===== config.mk =====
export PLATFORM = sky130hd
export DESIGN_NAME = http_byte_range_parser_unit
export DESIGN_NICKNAME = d
export VERILOG_FILES = /design/src/rtl/hbrp_pkg.sv /design/src/rtl/hbrp_scan.sv /design/src/rtl/hbrp_resolve.sv /design/src/rtl/http_byte_range_parser_unit.sv
export SDC_FILE = /design/constraint.sdc
export NUM_CORES = 1
export LEC_CHECK = 0
export BUFFER_PORTS_ARGS = -buffer_cell sky130_fd_sc_hd__buf_2
export CORE_UTILIZATION = 55
export CTS_BUF_LIST = sky130_fd_sc_hd__clkbuf_8
export CTS_CLUSTER_SIZE = 10
export DETAILED_ROUTE_END_ITERATION = 7
export PLACE_DENSITY = 0.73
export SYNTH_ARGS = -nofsm -noshare
export SYNTH_HDL_FRONTEND = slang
export SYNTH_SLANG_ARGS = --single-unit

===== constraint.sdc =====
create_clock -name clk -period 7.88 [get_ports clk]
set_input_delay 1.182 -clock clk [delete_from_list [all_inputs] [get_ports clk]]
set_output_delay 1.182 -clock clk [all_outputs]
set_load 0.02 [all_outputs]

===== src/rtl/hbrp_pkg.sv =====
// shared types, constants and helper functions of the byte range parser
`default_nettype none

package hbrp_pkg;

  localparam int OFFSET_BITS   = 48;
  localparam int MAX_VALUE_LEN = 128;
  localparam int LEN_W         = $clog2(MAX_VALUE_LEN + 1);
  localparam int PREFIX_LEN    = 13;
  localparam int POS_W         = 4;

  localparam logic [7:0] CHAR_CR    = 8'd13;
  localparam logic [7:0] CHAR_LF    = 8'd10;
  localparam logic [7:0] CHAR_NUL   = 8'd0;
  localparam logic [7:0] CHAR_DASH  = 8'h2d;
  localparam logic [7:0] CHAR_ZERO  = 8'h30;
  localparam logic [7:0] CHAR_NINE  = 8'h39;
  localparam logic [7:0] CHAR_UPP_A = 8'h41;
  localparam logic [7:0] CHAR_UPP_Z = 8'h5a;
  localparam logic [7:0] CASE_DELTA = 8'd32;

  localparam logic [1:0] ST_FULL    = 2'd0;
  localparam logic [1:0] ST_PARTIAL = 2'd1;
  localparam logic [1:0] ST_UNSAT   = 2'd2;

  typedef logic [OFFSET_BITS-1:0] offset_t;

  typedef enum logic [2:0] {
    PH_MATCH,
    PH_SKIP,
    PH_VSTART,
    PH_SUFFIX,
    PH_FIRST,
    PH_SECOND
  } phase_t;

  typedef struct packed {
    logic    found;
    logic    err;
    logic    digits;
    phase_t  phase;
    offset_t first;
    offset_t second;
    offset_t size;
  } snap_t;

  // lower-case "range: bytes="
  function automatic logic [7:0] prefix_char(input logic [POS_W-1:0] pos);
    logic [7:0] c;
    unique case (pos)
      4'd0:    c = 8'h72;
      4'd1:    c = 8'h61;
      4'd2:    c = 8'h6e;
      4'd3:    c = 8'h67;
      4'd4:    c = 8'h65;
      4'd5:    c = 8'h3a;
      4'd6:    c = 8'h20;
      4'd7:    c = 8'h62;
      4'd8:    c = 8'h79;
      4'd9:    c = 8'h74;
      4'd10:   c = 8'h65;
      4'd11:   c = 8'h73;
      4'd12:   c = 8'h3d;
      default: c = 8'h00;
    endcase
    return c;
  endfunction

  // acc * 10 + d by shift-add, saturating at all ones
  function automatic offset_t add_digit(input offset_t acc, input logic [3:0] d);
    logic [OFFSET_BITS+3:0] w;
    w = ({4'b0, acc} << 3) + ({4'b0, acc} << 1) + {{OFFSET_BITS{1'b0}}, d};
    if (|w[OFFSET_BITS+3:OFFSET_BITS]) begin
      return {OFFSET_BITS{1'b1}};
    end
    return w[OFFSET_BITS-1:0];
  endfunction

endpackage

`default_nettype wire


===== src/rtl/hbrp_scan.sv =====
// input register and per-byte header scanner with end-of-block snapshot
`default_nettype none

module hbrp_scan (
  input  wire logic             clk,
  input  wire logic             rst_n,
  input  wire logic             in_valid,
  output logic                  in_ready,
  input  wire logic [7:0]       in_byte,
  input  wire logic             in_end,
  input  wire hbrp_pkg::offset_t in_size,
  output logic                  snap_valid,
  input  wire logic             snap_ready,
  output hbrp_pkg::snap_t       snap
);
  import hbrp_pkg::*;

  logic             s0_valid_r;
  logic [7:0]       s0_byte_r;
  logic             s0_end_r;
  offset_t          s0_size_r;
  logic             s0_go;

  phase_t           phase_r, phase_nxt;
  logic [POS_W-1:0] pos_r, pos_nxt;
  logic [LEN_W-1:0] len_r, len_nxt;
  offset_t          first_r, first_nxt;
  offset_t          second_r, second_nxt;
  logic             digits_r, digits_nxt;
  logic             err_r, err_nxt;
  logic             found_r, found_nxt;
  logic             closed_r, closed_nxt;

  logic             snap_valid_r;
  snap_t            snap_r;

  logic [7:0]       low;
  logic             is_digit;
  logic [3:0]       dig;
  offset_t          first_acc;
  offset_t          second_acc;

  assign s0_go    = s0_valid_r && (!s0_end_r || snap_ready);
  assign in_ready = !s0_valid_r || s0_go;

  assign low        = (s0_byte_r >= CHAR_UPP_A && s0_byte_r <= CHAR_UPP_Z) ?
                      s0_byte_r + CASE_DELTA : s0_byte_r;
  assign is_digit   = (s0_byte_r >= CHAR_ZERO) && (s0_byte_r <= CHAR_NINE);
  assign dig        = s0_byte_r[3:0];
  assign first_acc  = add_digit(first_r, dig);
  assign second_acc = add_digit(second_r, dig);

  always_comb begin
    phase_nxt  = phase_r;
    pos_nxt    = pos_r;
    len_nxt    = len_r;
    first_nxt  = first_r;
    second_nxt = second_r;
    digits_nxt = digits_r;
    err_nxt    = err_r;
    found_nxt  = found_r;
    closed_nxt = closed_r;
    if (found_r) begin
      if (!closed_r) begin
        if (s0_byte_r == CHAR_CR || s0_byte_r == CHAR_LF || s0_byte_r == CHAR_NUL) begin
          closed_nxt = 1'b1;
        end else begin
          if (len_r < LEN_W'(MAX_VALUE_LEN)) begin
            len_nxt = len_r + 1'b1;
          end
          if (len_nxt >= LEN_W'(MAX_VALUE_LEN)) begin
            err_nxt = 1'b1;
          end
          if (!err_nxt) begin
            unique case (phase_r)
              PH_VSTART: begin
                if (s0_byte_r == CHAR_DASH) begin
                  phase_nxt = PH_SUFFIX;
                end else if (is_digit) begin
                  phase_nxt  = PH_FIRST;
                  first_nxt  = {{(OFFSET_BITS-4){1'b0}}, dig};
                  digits_nxt = 1'b1;
                end else begin
                  err_nxt = 1'b1;
                end
              end
              PH_SUFFIX: begin
                if (is_digit) begin
                  first_nxt  = first_acc;
                  digits_nxt = 1'b1;
                end else begin
                  err_nxt = 1'b1;
                end
              end
              PH_FIRST: begin
                if (is_digit) begin
                  first_nxt = first_acc;
                end else if (s0_byte_r == CHAR_DASH) begin
                  phase_nxt  = PH_SECOND;
                  digits_nxt = 1'b0;
                end else begin
                  err_nxt = 1'b1;
                end
              end
              PH_SECOND: begin
                if (is_digit) begin
                  second_nxt = second_acc;
                  digits_nxt = 1'b1;
                end else begin
                  err_nxt = 1'b1;
                end
              end
              default: err_nxt = 1'b1;
            endcase
          end
        end
      end
    end else if (s0_byte_r == CHAR_LF) begin
      phase_nxt = PH_MATCH;
      pos_nxt   = '0;
    end else if (phase_r == PH_MATCH) begin
      if (low == prefix_char(pos_r)) begin
        pos_nxt = pos_r + 1'b1;
        if (pos_r == POS_W'(PREFIX_LEN - 1)) begin
          found_nxt = 1'b1;
          phase_nxt = PH_VSTART;
        end
      end else begin
        phase_nxt = PH_SKIP;
      end
    end
  end

  always_ff @(posedge clk) begin
    if (!rst_n) begin
      s0_valid_r   <= 1'b0;
      snap_valid_r <= 1'b0;
      phase_r      <= PH_MATCH;
      pos_r        <= '0;
      len_r        <= '0;
      first_r      <= '0;
      second_r     <= '0;
      digits_r     <= 1'b0;
      err_r        <= 1'b0;
      found_r      <= 1'b0;
      closed_r     <= 1'b0;
    end else begin
      if (in_ready) begin
        s0_valid_r <= in_valid;
      end
      if (snap_ready) begin
        snap_valid_r <= s0_go && s0_end_r;
      end
      if (s0_go) begin
        if (s0_end_r) begin
          phase_r  <= PH_MATCH;
          pos_r    <= '0;
          len_r    <= '0;
          first_r  <= '0;
          second_r <= '0;
          digits_r <= 1'b0;
          err_r    <= 1'b0;
          found_r  <= 1'b0;
          closed_r <= 1'b0;
        end else begin
          phase_r  <= phase_nxt;
          pos_r    <= pos_nxt;
          len_r    <= len_nxt;
          first_r  <= first_nxt;
          second_r <= second_nxt;
          digits_r <= digits_nxt;
          err_r    <= err_nxt;
          found_r  <= found_nxt;
          closed_r <= closed_nxt;
        end
      end
    end
  end

  always_ff @(posedge clk) begin
    if (in_ready && in_valid) begin
      s0_byte_r <= in_byte;
      s0_end_r  <= in_end;
      s0_size_r <= in_size;
    end
    if (s0_go && s0_end_r) begin
      snap_r.found  <= found_nxt;
      snap_r.err    <= err_nxt;
      snap_r.digits <= digits_nxt;
      snap_r.phase  <= phase_nxt;
      snap_r.first  <= first_nxt;
      snap_r.second <= second_nxt;
      snap_r.size   <= s0_size_r;
    end
  end

  assign snap_valid = snap_valid_r;
  assign snap       = snap_r;

endmodule

`default_nettype wire


===== src/rtl/hbrp_resolve.sv =====
// range check, clamping and output register
`default_nettype none

module hbrp_resolve (
  input  wire logic              clk,
  input  wire logic              rst_n,
  input  wire logic              snap_valid,
  output logic                   snap_ready,
  input  wire hbrp_pkg::snap_t   snap,
  output logic                   out_valid,
  input  wire logic              out_ready,
  output logic [1:0]             out_status,
  output hbrp_pkg::offset_t      out_start,
  output hbrp_pkg::offset_t      out_end
);
  import hbrp_pkg::*;

  logic       out_valid_r;
  logic [1:0] status_r;
  offset_t    start_r;
  offset_t    end_r;

  logic       slot_free;
  logic [1:0] status_c;
  offset_t    start_c;
  offset_t    end_c;
  offset_t    size_m1;
  offset_t    size_minus_first;
  logic       size_zero;
  logic       first_ge_size;
  logic       second_lt_first;
  logic       second_ge_size;

  assign slot_free  = !out_valid_r || out_ready;
  assign snap_ready = slot_free;

  assign size_zero        = (snap.size == '0);
  assign size_m1          = snap.size - 1'b1;
  assign size_minus_first = snap.size - snap.first;
  assign first_ge_size    = (snap.first >= snap.size);
  assign second_lt_first  = (snap.second < snap.first);
  assign second_ge_size   = (snap.second >= snap.size);

  always_comb begin
    status_c = ST_UNSAT;
    start_c  = '0;
    end_c    = '0;
    if (!snap.found) begin
      status_c = ST_FULL;
      end_c    = size_zero ? '0 : size_m1;
    end else if (!snap.err && !size_zero) begin
      if (snap.phase == PH_SUFFIX) begin
        if (snap.digits && snap.first != '0) begin
          status_c = ST_PARTIAL;
          start_c  = first_ge_size ? '0 : size_minus_first;
          end_c    = size_m1;
        end
      end else if (snap.phase == PH_SECOND) begin
        if (!(snap.digits && second_lt_first) && !first_ge_size) begin
          status_c = ST_PARTIAL;
          start_c  = snap.first;
          end_c    = (snap.digits && !second_ge_size) ? snap.second : size_m1;
        end
      end
    end
  end

  always_ff @(posedge clk) begin
    if (!rst_n) begin
      out_valid_r <= 1'b0;
    end else if (slot_free) begin
      out_valid_r <= snap_valid;
    end
  end

  always_ff @(posedge clk) begin
    if (slot_free && snap_valid) begin
      status_r <= status_c;
      start_r  <= start_c;
      end_r    <= end_c;
    end
  end

  assign out_valid  = out_valid_r;
  assign out_status = status_r;
  assign out_start  = start_r;
  assign out_end    = end_r;

endmodule

`default_nettype wire


===== src/rtl/http_byte_range_parser_unit.sv =====
// top level of the http byte range parser
//
// Takes one header byte per cycle unless the result channel stalls, and finds
// the first line that begins with "Range: bytes=" (any case), parsing a
// single suffix, closed or open range. One result transaction is produced
// for each block, after the byte marked with tlast: status 0 is the full
// file, 1 a partial range, 2 not satisfiable. After the final byte is
// accepted, the result passes the input register, scanner snapshot and output
// register. The only stall source is the result channel: a finished result
// waits in the output register while the next block's bytes keep flowing in.
`default_nettype none

module http_byte_range_parser_unit (
  input  wire logic         clk,
  input  wire logic         rst_n,
  input  wire logic         in_tvalid,
  output logic              in_tready,
  input  wire logic [55:0]  in_tdata,   // header_byte[7:0], file_size[55:8]
  input  wire logic         in_tlast,   // block_end
  output logic              out_tvalid,
  input  wire logic         out_tready,
  output logic [95:0]       out_tdata,  // range_start[47:0], range_end[95:48]
  output logic [1:0]        out_tuser   // range_status
);
  import hbrp_pkg::*;

  logic    snap_valid;
  logic    snap_ready;
  snap_t   snap;
  offset_t range_start;
  offset_t range_end;

  hbrp_scan u_scan (
    .clk        (clk),
    .rst_n      (rst_n),
    .in_valid   (in_tvalid),
    .in_ready   (in_tready),
    .in_byte    (in_tdata[7:0]),
    .in_end     (in_tlast),
    .in_size    (in_tdata[55:8]),
    .snap_valid (snap_valid),
    .snap_ready (snap_ready),
    .snap       (snap)
  );

  hbrp_resolve u_resolve (
    .clk        (clk),
    .rst_n      (rst_n),
    .snap_valid (snap_valid),
    .snap_ready (snap_ready),
    .snap       (snap),
    .out_valid  (out_tvalid),
    .out_ready  (out_tready),
    .out_status (out_tuser),
    .out_start  (range_start),
    .out_end    (range_end)
  );

  assign out_tdata = {range_end, range_start};

endmodule

`default_nettype wire

==> results of run 1 <==
worst max-delay path by stage:
stage | start | to | slack (ns) | cells after the start
after floorplan | out_tready | u_resolve.out_end[0]$_DFFE_PP_ | 1.70 | 2
after global placement | u_scan.s0_byte_r[3]$_DFFE_PP_ | u_scan.snap[106]$_DFFE_PP_ | 2.34 | 14
after detailed placement | u_scan.s0_byte_r[3]$_DFFE_PP_ | u_scan.snap[106]$_DFFE_PP_ | 2.24 | 14
after CTS | u_scan.s0_byte_r[3]$_DFFE_PP_ | u_scan.snap[106]$_DFFE_PP_ | 2.21 | 14
after global routing | u_scan.s0_byte_r[3]$_DFFE_PP_ | u_scan.second_r[10]$_SDFFE_PN0P_ | 1.73 | 13
final | u_scan.s0_byte_r[3]$_DFFE_PP_ | u_scan.snap[106]$_DFFE_PP_ | 2.08 | 14
synthesized netlist by cell type (10+ instances only):
master / n
sky130_fd_sc_hd__o21ai_0: 255
sky130_fd_sc_hd__o2bb2ai_1: 10
sky130_fd_sc_hd__and2_1: 22
sky130_fd_sc_hd__or3_1: 17
sky130_fd_sc_hd__nand3_1: 60
sky130_fd_sc_hd__a21boi_0: 11
sky130_fd_sc_hd__clkbuf_1: 130
sky130_fd_sc_hd__o22a_1: 41
sky130_fd_sc_hd__xor2_1: 62
sky130_fd_sc_hd__nor4_1: 30
sky130_fd_sc_hd__a31oi_1: 37
sky130_fd_sc_hd__nor3_1: 47
sky130_fd_sc_hd__o221ai_1: 32
sky130_fd_sc_hd__inv_1: 143
sky130_fd_sc_hd__ha_1: 345
sky130_fd_sc_hd__a22o_1: 11
sky130_fd_sc_hd__a21oi_1: 209
sky130_fd_sc_hd__o211ai_1: 28
sky130_fd_sc_hd__o311ai_0: 12
sky130_fd_sc_hd__a21o_1: 152
sky130_fd_sc_hd__o21a_1: 30
sky130_fd_sc_hd__dfxtp_1: 125
sky130_fd_sc_hd__o22ai_1: 10
sky130_fd_sc_hd__nand4_1: 59
sky130_fd_sc_hd__nand2b_1: 25
sky130_fd_sc_hd__and3_1: 22
sky130_fd_sc_hd__o21bai_1: 25
sky130_fd_sc_hd__o21ai_1: 16
sky130_fd_sc_hd__a211oi_1: 74
sky130_fd_sc_hd__buf_2: 19
sky130_fd_sc_hd__nor2b_1: 30
sky130_fd_sc_hd__edfxtp_1: 305
sky130_fd_sc_hd__mux2i_1: 32
sky130_fd_sc_hd__nand2_1: 274
sky130_fd_sc_hd__or2_2: 12
sky130_fd_sc_hd__o31ai_1: 11
sky130_fd_sc_hd__xnor2_1: 123
sky130_fd_sc_hd__a22oi_1: 39
sky130_fd_sc_hd__nor2_1: 256
power breakdown:
group          internal [uW]  switching [uW]
logic                   87.7             171
clock network            940             958
registers               2450            36.5
total                   3480            1170
state kept, by name, indices dropped and copies added (netlist names), 2 cells and up, named ones only:
signal,count
u_resolve.out_status,2
u_scan.s0_size_r,48
u_scan.first_r,48
u_scan.phase_r,3
u_scan.len_r,8
u_scan.s0_byte_r,8
u_resolve.out_start,48
u_scan.second_r,48
u_resolve.out_end,48
u_scan.snap,150
u_scan.pos_r,4
logic make-up (layout without fill, tap and decap cells):
group	count (synthesis)	in the layout	share of synthesized area [%]
simple gates	914	914	14.3
flops	430	430	37.7
fa+ha+maj	350	350	14.3
mux	34	34	1.11
xor+xnor	185	185	5.24
buf+inv	303	463	3.84
compound gates	1092	1092	23.5
per-stage QoR:
step	hold slack, ns	std cells	instance area [um2]	worst slack (ns)	power, uW
2_1_floorplan	0.400	3308	30900	1.70	2700
3_3_place_gp	0.401	4082	32200	2.34	2780
3_5_place_dp	0.405	4082	32200	2.24	2790
4_1_cts	0.400	4216	33600	2.21	4670
5_1_grt	0.423	4216	33600	1.73	4790
6_report	0.406	4216	33600	2.08	4650
area by class of cell:
type	count	share of cell area, %
Clock inverter	58	0.894
Timing Repair Buffer	184	2.92
Tap cell	748	2.79
Inverter	145	1.62
Multi-Input combinational cell	2575	53.9
Sequential cell	430	34.7
Clock buffer	76	3.11
routing by layer:
metal  up-vias  wire, um  track usage (%)
met2      1182     43300             52.5
li1      12700         -                -
met1     13000     40200             43.3
met3       231      7440             5.67
met5         -        16                0
met4         2      3870             13.1
layout by cell type, fill, tap and decap left out, drive strengths merged, types with 49 or more instances in the layout:
master  instances
nor2          257
xor2           62
a211oi         74
dfxtp         125
nand4          60
xnor2         123
a21oi         211
clkbuf         76
a21o          152
buf           184
edfxtp        305
nor3           49
nand3          61
ha            345
o21ai         277
nand2         276
inv           168
worst reg2reg max path, stage by stage (launching register included):
cell	delay, ns
sky130_fd_sc_hd__edfxtp_1	0.61
sky130_fd_sc_hd__fa_1	0.49
sky130_fd_sc_hd__ha_1	0.33
sky130_fd_sc_hd__nor2b_1	0.16
sky130_fd_sc_hd__o31a_1	0.30
sky130_fd_sc_hd__o32ai_2	0.43
sky130_fd_sc_hd__o2111ai_1	0.33
sky130_fd_sc_hd__a211oi_1	0.46
sky130_fd_sc_hd__o311ai_0	0.20
sky130_fd_sc_hd__nand3b_1	0.36
sky130_fd_sc_hd__nand3_1	0.83
sky130_fd_sc_hd__buf_4	0.54
sky130_fd_sc_hd__nor2_1	0.25
sky130_fd_sc_hd__o21ai_0	0.11
sky130_fd_sc_hd__o21a_1	0.16
==> qor.tcl, run 1 <==
set qor(htree_num_levels) 3
set qor(grt_pass1_vias) 25800
set qor(synth-edff-count) 305
set qor(floorplan.io_pins) 161
set qor(worst_reg2reg_setup_slack_ns) 2.08
set qor(async_flop_share_pct) 0
set qor(critical-path-slowest-cell) {sky130_fd_sc_hd__nand3_1}
set qor(finalWorstPathRequiredPeriod_ns) 5.80
set qor(syn-instance-count) 3308
set qor(number_of_drc_violations_after_detailed_routing) 0
set qor(leakagePower_uw) 0.0147
set qor(setup_violations) 0
set qor(maxCapViolations) 0
set qor(worstSetupEndpointType) {flop}
set qor(hold_depth) 0
set qor(critical-path-max-stage-delay_ns) 0.83
set qor(fin_worst_skew_ns) 0.0453
set qor(drive_above_1_share_pct) 9.75
set qor(chipWidth_um) 239
set qor(worst-endpoint-required_ns) 8.30
set qor(rsz0062_at_grt) {no}
set qor(start_kind) {flop}
set qor(grt.total_usage_pct) 32.6
set qor(drt_pass1_iterations) 6
set qor(timing.critical_path.max_delay_family) {compound AO/OA/AOI/OAI gates}
set qor(synth_ff_type) {sky130_fd_sc_hd__edfxtp_1}
set qor(effective_utilization_at_floorplan_pct) 55.9
set qor(cts.sinks) 430
set qor(holdCritPathClass) {reg -> reg}
set qor(dpl.hpwl_um) 72900
set qor(fillerInstances) 4845
set qor(ys_seq_elements) 430
set qor(final.setup.tns_ns) 0
set qor(yosys.area.top_type_share_pct) 29.6
set qor(grt_pass1_wl_um) 145000
set qor(vias) 27100
set qor(multi_input_comb_area_um2) 18100
set qor(final_util_pct) 60.7
set qor(vias_per_cell) 6.43
set qor(syn_nets) 3719
set qor(crit_path_max_fanout) 26
set qor(synthesis.area_per_instance_um2) 9.34
set qor(grt_max_degree) 75
set qor(power.density_nw_per_um2) 138
set qor(placeableCoreArea_um2) 55300
set qor(num_rows) 86
set qor(nets) 3821
set qor(yosysWarningCount) 0
set qor(clock-root-buffer) {sky130_fd_sc_hd__clkbuf_8}
set qor(die_height_um) 239
set qor(post_cts_resize_count) 0
set qor(post_synth_num_cell_types) 95
set qor(clock_path_buffers) 3
set qor(timing.final.crit_share_pct) 73.6
set qor(rr_worst_depth) 14
set qor(synth.yosys.seq_area_share_pct) 37.7
set qor(peakVddDrop_uv) 127
set qor(skew_pair_late_insertion_delay_ns) 0.68
set qor(cts-buffers-inserted) 74
set qor(total_inserted_antenna_cells) 0
set qor(ant_nets) 0
set qor(areaGrowthSynthToFinish_pct) 8.65
set qor(min_delay_worst_endpoint) {u_scan.snap[3]$_DFFE_PP_}
set qor(maxSlewHeadroom_pct) 29.5
set qor(cts_setup_buffers) 0
set qor(sequential_cell_area_um2) 11700
set qor(worst_pin_slew_ns) 1.05
set qor(min_from) {u_scan.s0_size_r[3]$_DFFE_PP_}
set qor(antenna_found_initial) 3
set qor(io_buffer_count) 160
set qor(die-area_um2) 57200
set qor(maxSlewViolCount) 0
set qor(clk_pin_slew_worst_paths_ns) 0.07
set qor(ctsHoldBuffers) 0
set qor(postRouteWirelength_um) 94800
set qor(synth_area_um2) 30900
set qor(place.gp.congestion) 0.986
set qor(overflow) 0
set qor(rr_endpoint) {u_scan.snap[106]$_DFFE_PP_}
set qor(tritoncts) {done}
set qor(status) {complete, no violations}
set qor(max_freq_mhz) 173
set qor(critPathKind) {reg -> reg}
set qor(path_cells) {fa_1 > ha_1 > nor2b_1 > o31a_1 > o32ai_2 > o2111ai_1 > a211oi_1 > o311ai_0 > nand3b_1 > nand3_1 > buf_4 > nor2_1 > o21ai_0 > o21a_1}
set qor(wl_per_cell_um) 22.5
set qor(path_buf_inv) 1
set qor(synth.area.top_cells) {sky130_fd_sc_hd__edfxtp_1 30%, sky130_fd_sc_hd__ha_1 14%, sky130_fd_sc_hd__dfxtp_1 8.1%}
set qor(yosysTopAreaCell) {sky130_fd_sc_hd__edfxtp_1}
set qor(worstReg2RegStart) {u_scan.s0_byte_r[3]$_DFFE_PP_}
set qor(initialDrtViolationCount) 2840
set qor(timing.critical_path.arrival_ns) 6.21
set qor(hold_violations) 0
No activity file was read; power rests on OpenSTA's default activity.
==> run 2, diff against run 1 <==
ABC_AREA = 1   (was default)
clock period = 6 ns   (was 7.88 ns; I/O delays follow)
==> qor.tcl, run 2 <==
set qor(rr_worst_depth) 19
set qor(worst_reg2reg_setup_slack_ns) 1.48
set qor(antenna_found_initial) 1
set qor(min_from) {in_tdata[23]}
set qor(combPwrFrac_pct) 7.6
set qor(post_synth_num_cell_types) 54
set qor(drt_pass1_iterations) 6
set qor(synth_ff_type) {sky130_fd_sc_hd__edfxtp_1}
set qor(grt_pass1_wl_um) 178000
set qor(rr_endpoint) {u_scan.first_r[6]$_SDFFE_PN0P_}
set qor(synth.area.top_cells) {sky130_fd_sc_hd__edfxtp_1 26%, sky130_fd_sc_hd__nand2_1 15%, sky130_fd_sc_hd__ha_1 12%}
set qor(grt.total_usage_pct) 36.5
set qor(floorplan.io_pins) 161
set qor(setup_violations) 0
set qor(clk_pin_slew_worst_paths_ns) 0.06
set qor(p_sw_share_pct) 26.8
set qor(layout_setup_ws_ns) 1.48
set qor(maxSlewHeadroom_pct) 16.2
set qor(maxSlewViolCount) 0
set qor(cts_setup_buffers) 0
set qor(synth-edff-count) 305
set qor(finalWorstPathRequiredPeriod_ns) 4.52
set qor(max_freq_mhz) 221
set qor(skew_pair_late_insertion_delay_ns) 0.72
set qor(yosys.area.top_type_share_pct) 26.4
set qor(number_of_drc_violations_after_detailed_routing) 0
set qor(placeableCoreArea_um2) 62100
set qor(syn-instance-count) 4880
set qor(nets) 5435
set qor(fillerInstances) 5887
set qor(wl_per_cell_um) 19.9
set qor(leakagePower_uw) 0.0180
set qor(worst-endpoint-required_ns) 6.54
set qor(final.setup.tns_ns) 0
set qor(stdcell_area_um2) 37800
set qor(timing.final.crit_share_pct) 75.4
set qor(netSwitchingPower_uw) 1790
set qor(postRouteWirelength_um) 118000
set qor(cts.sinks) 430
set qor(effective_utilization_at_floorplan_pct) 56.0
set qor(grt_max_degree) 99
set qor(htree_num_levels) 3
set qor(crit_path_max_fanout) 37
set qor(dpl.hpwl_um) 92600
set qor(power_report.internal_total_uw) 4870
set qor(vias) 33700
set qor(yosysWarningCount) 0
set qor(critical-path-max-stage-delay_ns) 0.71
set qor(worstSetupEndpointType) {flop}
set qor(synth_area_um2) 34800
set qor(cts-buffers-inserted) 76
set qor(sequentialPowerShare_pct) 49.8
set qor(synthMostInstantiatedCell) {sky130_fd_sc_hd__nand2_1}
set qor(areaGrowthSynthToFinish_pct) 8.84
set qor(clock_power_share_pct) 42.6
set qor(die_height_um) 253
set qor(pre_cts_ws_ns) 1.65
set qor(die-area_um2) 64200
set qor(maxCapViolations) 0
set qor(fin_worst_skew_ns) 0.0360
set qor(hold_violations) 0
set qor(place.gp.congestion) 1.04
set qor(most-common-layout-cells) {1385 x sky130_fd_sc_hd__nand2_1, 647 x sky130_fd_sc_hd__inv_1, 508 x sky130_fd_sc_hd__nor2_1}
set qor(clock-root-buffer) {sky130_fd_sc_hd__clkbuf_8}
set qor(dpl_cell_area_um2) 36300
set qor(ctsHoldBuffers) 0
set qor(io_buffer_count) 160
set qor(worst_pin_slew_ns) 1.25
set qor(overflow) 0
set qor(synth.yosys.seq_area_share_pct) 33.6
set qor(critPathKind) {reg -> reg}
set qor(num_rows) 91
set qor(critical_path.most_common_cell) {sky130_fd_sc_hd__nand2_1}
set qor(power.density_nw_per_um2) 176
set qor(syn_nets) 5291
set qor(worstReg2RegStart) {u_scan.s0_byte_r[3]$_DFFE_PP_}
set qor(yosysTopAreaCell) {sky130_fd_sc_hd__edfxtp_1}
set qor(rsz0062_at_grt) {no}
set qor(netlist_top_cells_count) {1385 x sky130_fd_sc_hd__nand2_1, 624 x sky130_fd_sc_hd__inv_1, 512 x sky130_fd_sc_hd__nor2_1}
set qor(min_delay_worst_endpoint) {u_scan.s0_size_r[15]$_DFFE_PP_}
set qor(max_ffs_per_register) 150
set qor(chipWidth_um) 253
set qor(drive_above_1_share_pct) 8.95
set qor(synthesis.area_per_instance_um2) 7.12
set qor(ys_seq_elements) 430
set qor(clock_path_buffers) 3
set qor(hold_depth) 1
set qor(async_flop_share_pct) 0
set qor(power.total_uw) 6660
set qor(initialDrtViolationCount) 3824
set qor(tritoncts) {done}
set qor(ant_nets) 0
set qor(post_cts_resize_count) 0
set qor(critical-path-slowest-cell) {sky130_fd_sc_hd__edfxtp_1}
set qor(timing.critical_path.arrival_ns) 5.06
set qor(grt_pass1_vias) 30300
set qor(final_common_cell) {sky130_fd_sc_hd__nand2_1}
set qor(vias_per_cell) 5.69
set qor(status) {complete, no violations}
set qor(holdCritPathClass) {in -> reg}
set qor(path_cells) {fa_1 > inv_1 > fa_1 > inv_1 > nand3_1 > nand2_1 > nand2_1 > nand2_1 > nand2_1 > nand2_1 > nand2_1 > nand4_1 > nand2_1 > nor2_4 > nand2_4 > o21ai_0 > nand2_1 > nand2_1 > a21oi_1}
set qor(peakVddDrop_uv) 224
set qor(start_kind) {flop}
## run 2: worst max-delay path, delay by kind of cell (launching register included)
kind	cells	cell delay [ns]
adders and majority gates	2	1.16
DFF	1	0.71
AOI/OAI and AO/OA	2	0.38
buffers and inverters	2	0.18
and+or+nand+nor	13	1.88
## run 2: power by group through the flow
stage | logic (uW) | registers [uW] | clock network [uW]
detailed placement | 494 | 3370 | 0
CTS | 497 | 3310 | 2860
finish | 505 | 3320 | 2830
floorplan | 325 | 3350 | 0
global placement | 493 | 3370 | 0
global route | 556 | 3320 | 2980
## run 2: worst max-delay path by stage
stage                                       start                              to  slack, ns  cells after the start
finish              u_scan.s0_byte_r[3]$_DFFE_PP_  u_scan.first_r[6]$_SDFFE_PN0P_       1.48                     19
global route        u_scan.s0_byte_r[3]$_DFFE_PP_  u_scan.first_r[6]$_SDFFE_PN0P_       1.18                     19
CTS                 u_scan.s0_byte_r[3]$_DFFE_PP_  u_scan.first_r[6]$_SDFFE_PN0P_       1.59                     19
detailed placement  u_scan.s0_byte_r[3]$_DFFE_PP_  u_scan.first_r[4]$_SDFFE_PN0P_       1.65                     19
global placement    u_scan.s0_byte_r[3]$_DFFE_PP_  u_scan.first_r[5]$_SDFFE_PN0P_       1.72                     19
floorplan                              out_tready  u_resolve.out_end[0]$_DFFE_PP_       0.39                      2
## run 2: logic make-up after synthesis
kind of cell,synth area share [%]
AOI/OAI and AO/OA,11.9
xor gates and xnor gates,3.45
adders and majority gates,12.7
buffers and inverters,8.50
DFF,33.6
and+or+nand+nor,29.9
## run 2: layer usage
metal	global-route usage, %	routed length (um)
met5	0	0
met2	55.5	50400
met3	6.48	11200
met4	13.0	4640
met1	51.6	51700
## run 2: final cells by class
cell class | count | area (um2) | share of cell area (%)
Clock inverter | 63 | 492 | 1.30
Timing Repair Buffer | 183 | 986 | 2.61
Tap cell | 837 | 1050 | 2.77
Multi-Input combinational cell | 3698 | 20200 | 53.4
Antenna cell | 3 | 7.51 | 0.0198
Clock buffer | 77 | 1060 | 2.80
Inverter | 635 | 2390 | 6.32
Sequential cell | 430 | 11700 | 30.8
## run 2: stage by stage
stage | std cells | utilization, % | hold slack, ns
floorplan | 4880 | - | 0.400
global placement | 5783 | 58.4 | 0.401
detailed placement | 5783 | 58.4 | 0.405
CTS | 5923 | 60.9 | 0.316
global route | 5925 | 61.0 | 0.322
finish | 5926 | 61.0 | 0.352
